`config.mk`:
```
export PLATFORM = sky130hd
export DESIGN_NAME = dics_ctrl
export DESIGN_NICKNAME = d
export VERILOG_FILES = /design/src/hdl/dics_pkg.sv /design/src/hdl/dics_ctrl.sv
export SDC_FILE = /design/constraint.sdc
export NUM_CORES = 1
export LEC_CHECK = 0
export BUFFER_PORTS_ARGS = -buffer_cell sky130_fd_sc_hd__clkbuf_2
export CORE_AREA = 2 2 39 41
export DETAILED_ROUTE_END_ITERATION = 8
export DIE_AREA = 0 0 41 43
export PLACE_DENSITY = 0.4
export SLEW_MARGIN = 20
export SYNTH_ARGS = -nofsm -noshare
export SYNTH_HDL_FRONTEND = slang
export SYNTH_SLANG_ARGS = --single-unit
```
`constraint.sdc`:
```
create_clock -name clk -period 1.71 [get_ports clk]
set_clock_uncertainty 0.2 [all_clocks]
set_input_delay 0 -clock clk [delete_from_list [all_inputs] [get_ports clk]]
set_output_delay 0 -clock clk [all_outputs]
set_load 0.03 [all_outputs]
```
`src/hdl/dics_pkg.sv`:
```
// Package for the discrete inverse-CDF sampler: field widths, item layouts,
// request codes and the command/status structs between controller and datapath.
// No dependencies.
package dics_pkg;

    localparam int ROWS_DEF = 16;
    localparam int BINS_DEF = 64;

    localparam int ROW_IN_W = 4;
    localparam int BIN_IN_W = 6;
    localparam int VAL_W    = 16;
    localparam int CFG_W    = 7;
    localparam int ACC_W    = 24;
    localparam int OUT_BIN_W = 6;

    localparam logic [CFG_W-1:0] ACTIVE_RESET = CFG_W'(64);
    localparam logic [ACC_W-1:0] ACC_MAX      = {ACC_W{1'b1}};

    // s_tdata layout, lowest bit first: row, bin, weight, draw
    localparam int ROW_LSB    = 0;
    localparam int BIN_LSB    = ROW_LSB + ROW_IN_W;
    localparam int WEIGHT_LSB = BIN_LSB + BIN_IN_W;
    localparam int DRAW_LSB   = WEIGHT_LSB + VAL_W;
    localparam int S_FIELDS_W = DRAW_LSB + VAL_W;
    localparam int S_TDATA_W  = ((S_FIELDS_W + 7) / 8) * 8;
    localparam int M_TDATA_W  = ((OUT_BIN_W + 7) / 8) * 8;

    // request kind carried in s_tuser
    localparam logic REQ_WRITE  = 1'b0;
    localparam logic REQ_SAMPLE = 1'b1;

    typedef struct packed {
        logic clear;     // write zero at the sweep address, advance
        logic wr;        // store the weight of the accepted item
        logic load;      // latch a sample item and restart the walk
        logic walk;      // issue the next read, fold in returned weight
        logic out_load;  // move the walk result into the output register
    } dics_cmd_t;

    typedef struct packed {
        logic clear_last;  // sweep is at the last entry
        logic walk_done;   // hit found, bad request, or all bins summed
    } dics_status_t;

endpackage

```
`src/hdl/dics_ctrl.sv`:
```
// Controller for the discrete inverse-CDF sampler: clear sweep, idle,
// walk and finish sequencing plus the output valid flag.
// Depends on dics_pkg.
module dics_ctrl (
    input  logic                  clk,
    input  logic                  rst_n,
    input  logic                  s_tvalid,
    output logic                  s_tready,
    input  logic [0:0]            s_tuser,
    output logic                  m_tvalid,
    input  logic                  m_tready,
    input  dics_pkg::dics_status_t status,
    output dics_pkg::dics_cmd_t   cmd
);
    import dics_pkg::*;

    typedef enum logic [1:0] {
        ST_CLEAR,
        ST_IDLE,
        ST_WALK,
        ST_FINISH
    } state_t;

    state_t state_reg, state_next;
    logic   out_valid_reg, out_valid_next;
    logic   accept;

    assign s_tready = (state_reg == ST_IDLE);
    assign accept   = s_tvalid && s_tready;
    assign m_tvalid = out_valid_reg;

    always_comb
    begin
        state_next     = state_reg;
        out_valid_next = out_valid_reg && !m_tready;
        cmd            = '0;
        case (state_reg)
            ST_CLEAR:
            begin
                cmd.clear = 1'b1;
                if (status.clear_last)
                begin
                    state_next = ST_IDLE;
                end
            end
            ST_IDLE:
            begin
                if (accept)
                begin
                    if (s_tuser[0] == REQ_SAMPLE)
                    begin
                        cmd.load   = 1'b1;
                        state_next = ST_WALK;
                    end
                    else
                    begin
                        cmd.wr = 1'b1;
                    end
                end
            end
            ST_WALK:
            begin
                cmd.walk = 1'b1;
                if (status.walk_done)
                begin
                    state_next = ST_FINISH;
                end
            end
            ST_FINISH:
            begin
                // hold the result until the output register is free
                if (!out_valid_reg || m_tready)
                begin
                    cmd.out_load   = 1'b1;
                    out_valid_next = 1'b1;
                    state_next     = ST_IDLE;
                end
            end
            default:
            begin
                state_next = ST_IDLE;
            end
        endcase
    end

    always_ff @(posedge clk or negedge rst_n)
    begin
        if (!rst_n)
        begin
            state_reg     <= ST_CLEAR;
            out_valid_reg <= 1'b0;
        end
        else
        begin
            state_reg     <= state_next;
            out_valid_reg <= out_valid_next;
        end
    end

endmodule

```
==> results of run 1 <==
## area by class of cell
class	instances	area share [%]
inverters	2	1.45
clock buffers	4	5.06
multi-input cells	18	42.4
flip-flops and latches	3	14.7
repair buffers	24	32.5
well taps	16	3.86
## power by group
part / internal (mW) / switching, mW / leakage [nW]
clock: 0.0873 / 0.0348 / 0.0150
sequential: 0.106 / 0.0347 / 0.0315
combinational: 0.281 / 0.273 / 0.199
## repair_timing
| item | CTS | global route |
|---|---|---|
| hold endpoints to repair | 5 | 0 |
| endpoints found under the setup margin | 3 | 3 |
| resized for setup | 5 | 2 |
| hold buffers | 5 | 0 |
| pin swaps | 0 | 0 |
| buffers inserted | 0 | 1 |
## routing by layer
metal  wire length [um]  track usage, %  vias to the layer above  part of all wire [%]
met4                  0            10.0                        0                     0
met5                  0               0                        -                     0
met3                 30            4.71                        0                   5.1
met1                206            6.77                      120                    35
met2                349            14.7                        7                    60
li1                   -               -                      133                     -
## cells by family after synthesis
logic type                 synth area share (%)
and+or+nand+nor                            28.6
adders and majority gates                  19.4
DFF                                        29.1
muxes                                      5.82
buffers and inverters                      2.91
AOI/OAI and AO/OA                          14.1
## worst reg2reg max path: cells and delay by family (launching register included)
family	cells	cell delay, ps
AO/OA/AOI/OAI	1	360
adder cells (fa/ha/maj)	1	150
buffers and inverters	1	70
flip-flops	1	410
multiplexers	1	330
AND/OR/NAND/NOR	1	130
## per-stage QoR
stage | instances | cell area (um^2) | TNS [ps] | utilization [%] | hold slack [ps]
after floorplan | 23 | 285 | -82.4 | - | -496
after global placement | 57 | 408 | -177 | 29.5 | -400
after detailed placement | 57 | 408 | -139 | 29.5 | -400
after CTS | 66 | 504 | -57.9 | 36.4 | 20.3
after global routing | 67 | 519 | -125 | 37.5 | 87.1
final | 67 | 519 | -50.3 | 37.5 | 50.9
## synth_stat cells
cell type  instances  area (um^2)
and3b_1            1         8.76
a2111oi_4          1         27.5
nand2_1            1         3.75
nor2_1             1         3.75
nand2b_1           2         12.5
and3_2             1         7.51
inv_1              2         7.51
ha_1               4         50.1
nor2b_1            1         6.26
and2_1             1         6.26
nor3_1             1         5.00
mux2_4             1         15.0
dfrtp_1            3         75.1
nor2b_4            1         13.8
nand2_2            1         6.26
a2bb2oi_1          1         8.76
## worst max path at each step
stage / startpoint / end / slack (ps)
2_1_floorplan: state_reg[1]$_DFFE_PN0P_ / state_reg[1]$_DFFE_PN0P_ / -80
3_3_place_gp: state_reg[1]$_DFFE_PN0P_ / state_reg[1]$_DFFE_PN0P_ / -100
3_5_place_dp: state_reg[1]$_DFFE_PN0P_ / state_reg[1]$_DFFE_PN0P_ / -90
4_1_cts: state_reg[1]$_DFFE_PN0P_ / state_reg[1]$_DFFE_PN0P_ / -60
5_1_grt: state_reg[1]$_DFFE_PN0P_ / state_reg[1]$_DFFE_PN0P_ / -100
6_report: state_reg[1]$_DFFE_PN0P_ / state_reg[1]$_DFFE_PN0P_ / -50
==> results.md, run 1 <==
* Clock Path Buffers at 2
* WL/cell at 8.75 um
* Fmax at 0.568 GHz
* Commonest cells after routing, fill and taps aside: 12 x clkbuf_2, 6 x buf_4, 5 x dlygate4sd3_1
* CP Buf/Inv Count at 1
* R2R Setup Slk at -50 ps
* Total clock buffers created by CTS at 3
* Dpl ws at -91.7 ps
* Number of antenna cells inserted at 0
* PD cells at 1570 nW/um^2
* H-tree Lvls at 1
* Register area at 76.3 um^2
* Maximum VDD drop at 518 uV
* DRT antenna net count at 0
* Number of placement rows at 14
* CP max-delay cell: dfrtp_2
* Clk sink count at 3
* Worst R2R Start: state_reg[1]$_DFFE_PN0P_
* Cell variety after synth at 16
* Area of the mapped netlist at 258 um^2
* Crit-path cells: inv_2 -> ha_4 -> nor2b_4 -> a2111oi_4 -> mux2_4
* Final GP Congestion at 0.690
* # DRC at 0
* Syn Inst Count at 23
* Largest net degree at the start of global routing at 5
* Setup crit start kind: flop
* Hold depth at 4
* Clock-pin slew on the worst setup and hold paths at 40 ps
* #FFs+latches synth at 3
* Die Ht at 43 um
* Relative slew slack at 79.8%
* Total power at 0.817 mW
* Period utilization at 103%
* Clock root buffer: clkbuf_4
* DR pass1 iterations at 1
* Slew Viols, Final at 0
* Synth warnings at 0
* Setup CP Type: flop to flop
* Hold/Removal Path Class: input port to flop
* Worst Setup Slack, final at -50.3 ps
* Layout area overhead at 101%
* Multi-input logic area at 220 um^2
* Arrival time of the worst setup path at 1670 ps
* Pleak at 0.246 nW
* Starting Density at 18.6%
* Die W at 41 um
* Finish-stage setup viols at 1
* GRT Overall Usage at 9.25%
* Fillers at 143
* Worst Path Required at 1620 ps
* Max cap viols at 0
* Drt via density at 3.88
* Worst-path maximum fanout at 4
* Clock Latency Late Sink at 230 ps
* RSZ-0062 raised after global routing: true
* Placeable Area at 1380 um^2
* Status: finished, violations left
* Critical Path Stages at 5
* Worst-Margin Slew at 303 ps
* Worst-case reg-to-reg path depth at 5
* Initial DRC Count at 0
* Hpwl dp at 482 um
* Final min period at 1760 ps
* Delay-heaviest family, CP: flip-flops
* Fin. Hold Viols at 0
* Worst r2r dst: state_reg[1]$_DFFE_PN0P_
* Vias at 260
* I/O pin cnt at 14
* Synthesized area per cell at 11.2 um^2
* Max reg flops at 2
* TritonCTS clock tree: done
* Violated checks: setup timing
* Worst setup EP type: flop
* HP Start: status[0]
* Global-route wire length before repair at 993 um
* Vias in the first global route at 262
* Initial antenna violation count at 0
* Leading cell type in the layout, fill and taps excluded: clkbuf_2
* Crit-path max cell delay at 410 ps
* Register area share after synthesis at 29.1%
* Nets at 63
* Routed wire length at 586 um
* Synthesized Nets at 34
* Share of layout cells above drive strength 1 at 68.6%
* Remaining global-route overflow at 0
* Worst Hold End: state_reg[0]$_DFFE_PN0P_
* IO buf count at 13
* DIE AREA at 1760 um^2
(Power assumes the default switching activity.)
==> run 2, diff against run 1 <==
- clock period: 1.71 -> 1.5 ns (I/O delays scaled with it)
==> results.md, run 2 (synthesized netlist as in run 1, its figures left out) <==
* Starting Density at 18.6%
* Crit-path max cell delay at 440 ps
* GRT busiest layer: met2
* GRT Overall Usage at 9.14%
* Final min period at 1770 ps
* RSZ-0062 raised after global routing: true
* Die Ht at 43 um
* Pleak at 0.259 nW
* Initial DRC Count at 0
* Placed Cells incl. Taps at 57
* Clock Latency Late Sink at 230 ps
* Arrival time of the worst setup path at 1680 ps
* Vias in the first global route at 283
* PD cells at 1890 nW/um^2
* Hold/Removal Path Class: input port to flop
* CP max-delay cell: dfrtp_2
* CP Buf/Inv Count at 0
* Nets at 64
* Setup CP Type: flop to flop
* Finish-stage setup viols at 4
* Worst-case reg-to-reg path depth at 4
* H-tree Lvls at 1
* # DRC at 0
* Period utilization at 118%
* DIE AREA at 1760 um^2
* GRT met3 Usage at 0%
* Fin. Hold Viols at 0
* Max cap viols at 0
* WL/cell at 9.68 um
* Commonest cells after routing, fill and taps aside: 9 x clkbuf_2, 5 x dlygate4sd3_1, 5 x buf_4
* Violated checks: setup timing
* Worst setup EP type: flop
* Final GP Congestion at 0.752
* Leading cell type in the layout, fill and taps excluded: clkbuf_2
* Setup crit start kind: flop
* Remaining global-route overflow at 0
* Global-route wire length before repair at 1.08 mm
* Total power at 1.08 mW
* Initial antenna violation count at 0
* Worst-Margin Slew at 309 ps
* TritonCTS clock tree: done
* Clk sink count at 3
* Filler-free cell count of the finished design at 68
* Fmax at 0.566 GHz
* Worst Path Required at 1410 ps
* Grt met1 use at 10.3%
* Drt via density at 3.93
* Die W at 41 um
* Vias at 267
* IO buf count at 13
* Status: finished, violations left
* Met2 Use GR at 14.7%
* Worst Setup SP: state_reg[1]$_DFFE_PN0P_
* Worst R2R Start: state_reg[1]$_DFFE_PN0P_
* Clock-pin slew on the worst setup and hold paths at 40 ps
* Relative slew slack at 79.4%
* Clock root buffer: clkbuf_4
* Number of antenna cells inserted at 0
* Placeable Area at 1380 um^2
* Largest net degree at the start of global routing at 5
* Worst-path maximum fanout at 4
* I/O pin cnt at 14
* Share of layout cells above drive strength 1 at 73.1%
* DRT antenna net count at 0
* Total clock buffers created by CTS at 3
* Clock Path Buffers at 2
* HP Start: s_tvalid
* Delay-heaviest family, CP: flip-flops
* Critical Path Stages at 4
* Slew Viols, Final at 0
* Layout area overhead at 121%
* Maximum VDD drop at 639 uV
* Number of placement rows at 14
* Worst Setup Slack, final at -267 ps
* Fillers at 141
* Max reg flops at 2
* Hold depth at 4
* Crit-path cells: ha_2 -> and3b_2 -> a2111oi_4 -> mux2_4
* Routed wire length at 658 um
* DR pass1 iterations at 1
run 2: final cells by class:
cell class | instances | area, um^2 | share of cell area [%]
Multi-Input combinational cell | 18 | 229 | 40.1
Inverter | 2 | 10.0 | 1.75
Tap cell | 16 | 20.0 | 3.51
Sequential cell | 3 | 76.3 | 13.4
Timing Repair Buffer | 25 | 209 | 36.6
Clock buffer | 4 | 26.3 | 4.61
run 2: report_power, final:
group / leakage (nW) / internal, mW / switching (mW) / total [mW]
sequential: 0.0315 / 0.120 / 0.0422 / 0.163
combinational: 0.212 / 0.429 / 0.348 / 0.777
clock: 0.0150 / 0.0995 / 0.0395 / 0.139
run 2: tightest hold or removal path, delay by kind of cell:
kind | cells | cell delay [ps]
and+or+nand+nor | 1 | 70
AOI/OAI and AO/OA | 1 | 70
muxes | 1 | 190
buffers and inverters | 1 | 100
run 2: metrics by stage:
step / util [%] / hold WS (ps) / setup TNS, ps / worst slack (ps) / cell area (um^2)
2_1_floorplan: - / -496 / -399 / -291 / 288
3_3_place_gp: 29.7 / -400 / -461 / -292 / 410
3_5_place_dp: 29.7 / -401 / -486 / -307 / 410
4_1_cts: 38.4 / 20.3 / -709 / -269 / 532
5_1_grt: 41.2 / 66.9 / -1010 / -343 / 571
6_report: 41.2 / 39.6 / -658 / -267 / 571
run 2: metal layers:
metal	routed length, um	up-vias
met1	221	122
li1	-	138
met2	413	7
met5	0	-
met4	0	0
met3	23	0
run 2: path summary, 6_finish.rpt:
kind,endpoint,slack (ps)
hold / removal,state_reg[1]$_DFFE_PN0P_,40
max in group asynchronous,state_reg[1]$_DFFE_PN0P_,500
setup / recovery,state_reg[1]$_DFFE_PN0P_,-270
hold reg to reg,m_tvalid$_DFF_PN0_,420
min in group asynchronous,state_reg[0]$_DFFE_PN0P_,450
setup reg to reg,state_reg[1]$_DFFE_PN0P_,-270
run 2: what timing repair did:
item / 4_1_cts / 5_1_grt
hold buffers: 5 / 0
pin swaps: 1 / 0
endpoints found under the setup margin: 6 / 6
gates resized for setup: 9 / 11
setup buffers: 1 / 1
hold endpoints to repair: 5 / 0
==> run 3, diff against run 2 <==
- CORE_AREA: 2 2 39 41 -> 5 5 42 44
- DIE_AREA: 0 0 41 43 -> 0 0 47 49
- GPL_TIMING_DRIVEN: unset -> 0
- SETUP_SLACK_MARGIN: unset -> 0.02
==> results.md, run 3 (synthesized netlist as in run 1, its figures left out) <==
* Status: finished, violations left
* Violated checks: setup timing
* Clock root buffer: clkbuf_4
* Arrival time of the worst setup path at 1670 ps
* Die W at 47 um
* Layout Utilization at 34.9%
* Largest net degree at the start of global routing at 5
* Number of antenna cells inserted at 0
* Leading cell type in the layout, fill and taps excluded: clkbuf_2
* GRT Overall Usage at 5.93%
* Clock-pin slew on the worst setup and hold paths at 30 ps
* Setup crit start kind: flop
* Placeable Area at 1400 um^2
* Initial DRC Count at 0
* Initial antenna violation count at 0
* PD cells at 1810 nW/um^2
* Maximum VDD drop at 582 uV
* DRT antenna net count at 0
* Worst Setup Slack, final at -262 ps
* Slew Viols, Final at 0
* Fin. Hold Viols at 0
* CP max-delay cell: dfrtp_2
* Routed wire length at 631 um
* Worst setup EP type: flop
* Clk sink count at 3
* Hpwl dp at 485 um
* Crit-path max cell delay at 420 ps
* DR pass1 iterations at 1
* IO buf count at 13
* Hold/Removal Path Class: input port to flop
* Worst Path Required at 1410 ps
* Max reg flops at 2
* TritonCTS clock tree: done
* Number of placement rows at 14
* Clock Path Buffers at 2
* Remaining global-route overflow at 0
* Final min period at 1760 ps
* H-tree Lvls at 1
* Clock Latency Late Sink at 230 ps
* I/O pin cnt at 14
* Vias in the first global route at 243
* Die Ht at 49 um
* Vias at 255
* Starting Density at 18.4%
* Dpl ws at -300 ps
* WL/cell at 9.86 um
* Final GP Congestion at 0.636
* Total clock buffers created by CTS at 3
* # DRC at 0
* Crit-path cells: buf_4 -> ha_2 -> a2111oi_4 -> mux2_4
* DIE AREA at 2300 um^2
* Pleak at 0.226 nW
* Nets at 60
* Setup CP Type: flop to flop
* Finish-stage setup viols at 4
* Filler-free cell count of the finished design at 64
* Share of layout cells above drive strength 1 at 72.9%
* Period utilization at 117%
* Worst-Margin Slew at 306 ps
* Fmax at 0.567 GHz
* Global-route wire length before repair at 952 um
* Relative slew slack at 79.6%
* Worst-path maximum fanout at 4
* Drt via density at 3.98
* RSZ-0062 raised after global routing: true
* Placed Cells incl. Taps at 52
* Layout area overhead at 89.8%
* Max cap viols at 0
* Commonest cells after routing, fill and taps aside: 11 x clkbuf_2, 5 x dlygate4sd3_1, 4 x clkbuf_4, 4 x buf_4
## run 3: layout make-up
class | instances | area, um^2
Timing Repair Buffer | 21 | 143
Sequential cell | 3 | 77.6
Tap cell | 16 | 20.0
Clock buffer | 4 | 26.3
Inverter | 2 | 7.51
Multi-Input combinational cell | 18 | 215
Fill cell | 157 | 912
## run 3: metal layers
layer / vias to the layer above / track usage [%] / routed length, um
met5: - / 0 / 0
met4: 0 / 5.53 / 0
met3: 0 / 1.11 / 42
met2: 7 / 9.95 / 386
met1: 120 / 5.53 / 202
li1: 128 / - / -
## run 3: worst max-delay path, delay by kind of cell, from the launching register on
family	cells	cell delay [ps]
DFF	1	420
AOI/OAI and AO/OA	1	340
muxes	1	330
adders and majority gates	1	210
buffers and inverters	1	140
## run 3: path summary, 6_finish.rpt
kind / endpoint / depth (start not counted) / slack, ps / startpoint
worst max-delay path: state_reg[1]$_DFFE_PN0P_ / 4 / -260 / state_reg[0]$_DFFE_PN0P_
worst min-delay path: state_reg[0]$_DFFE_PN0P_ / 4 / 40 / status[1]
worst max register to register: state_reg[1]$_DFFE_PN0P_ / 4 / -260 / state_reg[0]$_DFFE_PN0P_
worst min register to register: m_tvalid$_DFF_PN0_ / 2 / 340 / m_tvalid$_DFF_PN0_
max in group asynchronous: state_reg[1]$_DFFE_PN0P_ / 3 / 500 / rst_n
min in group asynchronous: m_tvalid$_DFF_PN0_ / 3 / 450 / rst_n
## run 3: through the flow
stage                     instance area (um^2)  power (mW)  hold WS, ps  setup TNS (ps)
after detailed placement                   373       0.674         -403            -480
final                                      489       0.885         39.7            -563
after CTS                                  444       0.835        -19.6            -657
after floorplan                            288       0.570         -496            -399
after global routing                       489       0.956         57.6            -761
after global placement                     373       0.665         -402            -505
## run 3: power by group
group          total, mW  leakage (nW)  switching (mW)  internal, mW
Clock              0.137        0.0150          0.0377        0.0994
Combinational      0.584         0.180           0.306         0.278
Sequential         0.163        0.0309          0.0414         0.122
## run 3: repair_timing
item	in CTS	in global routing
gates resized for setup	2	6
pin swaps	0	1
endpoints found under the setup margin	4	4
hold endpoints to repair	5	1
hold buffers	4	1
setup buffers	0	3
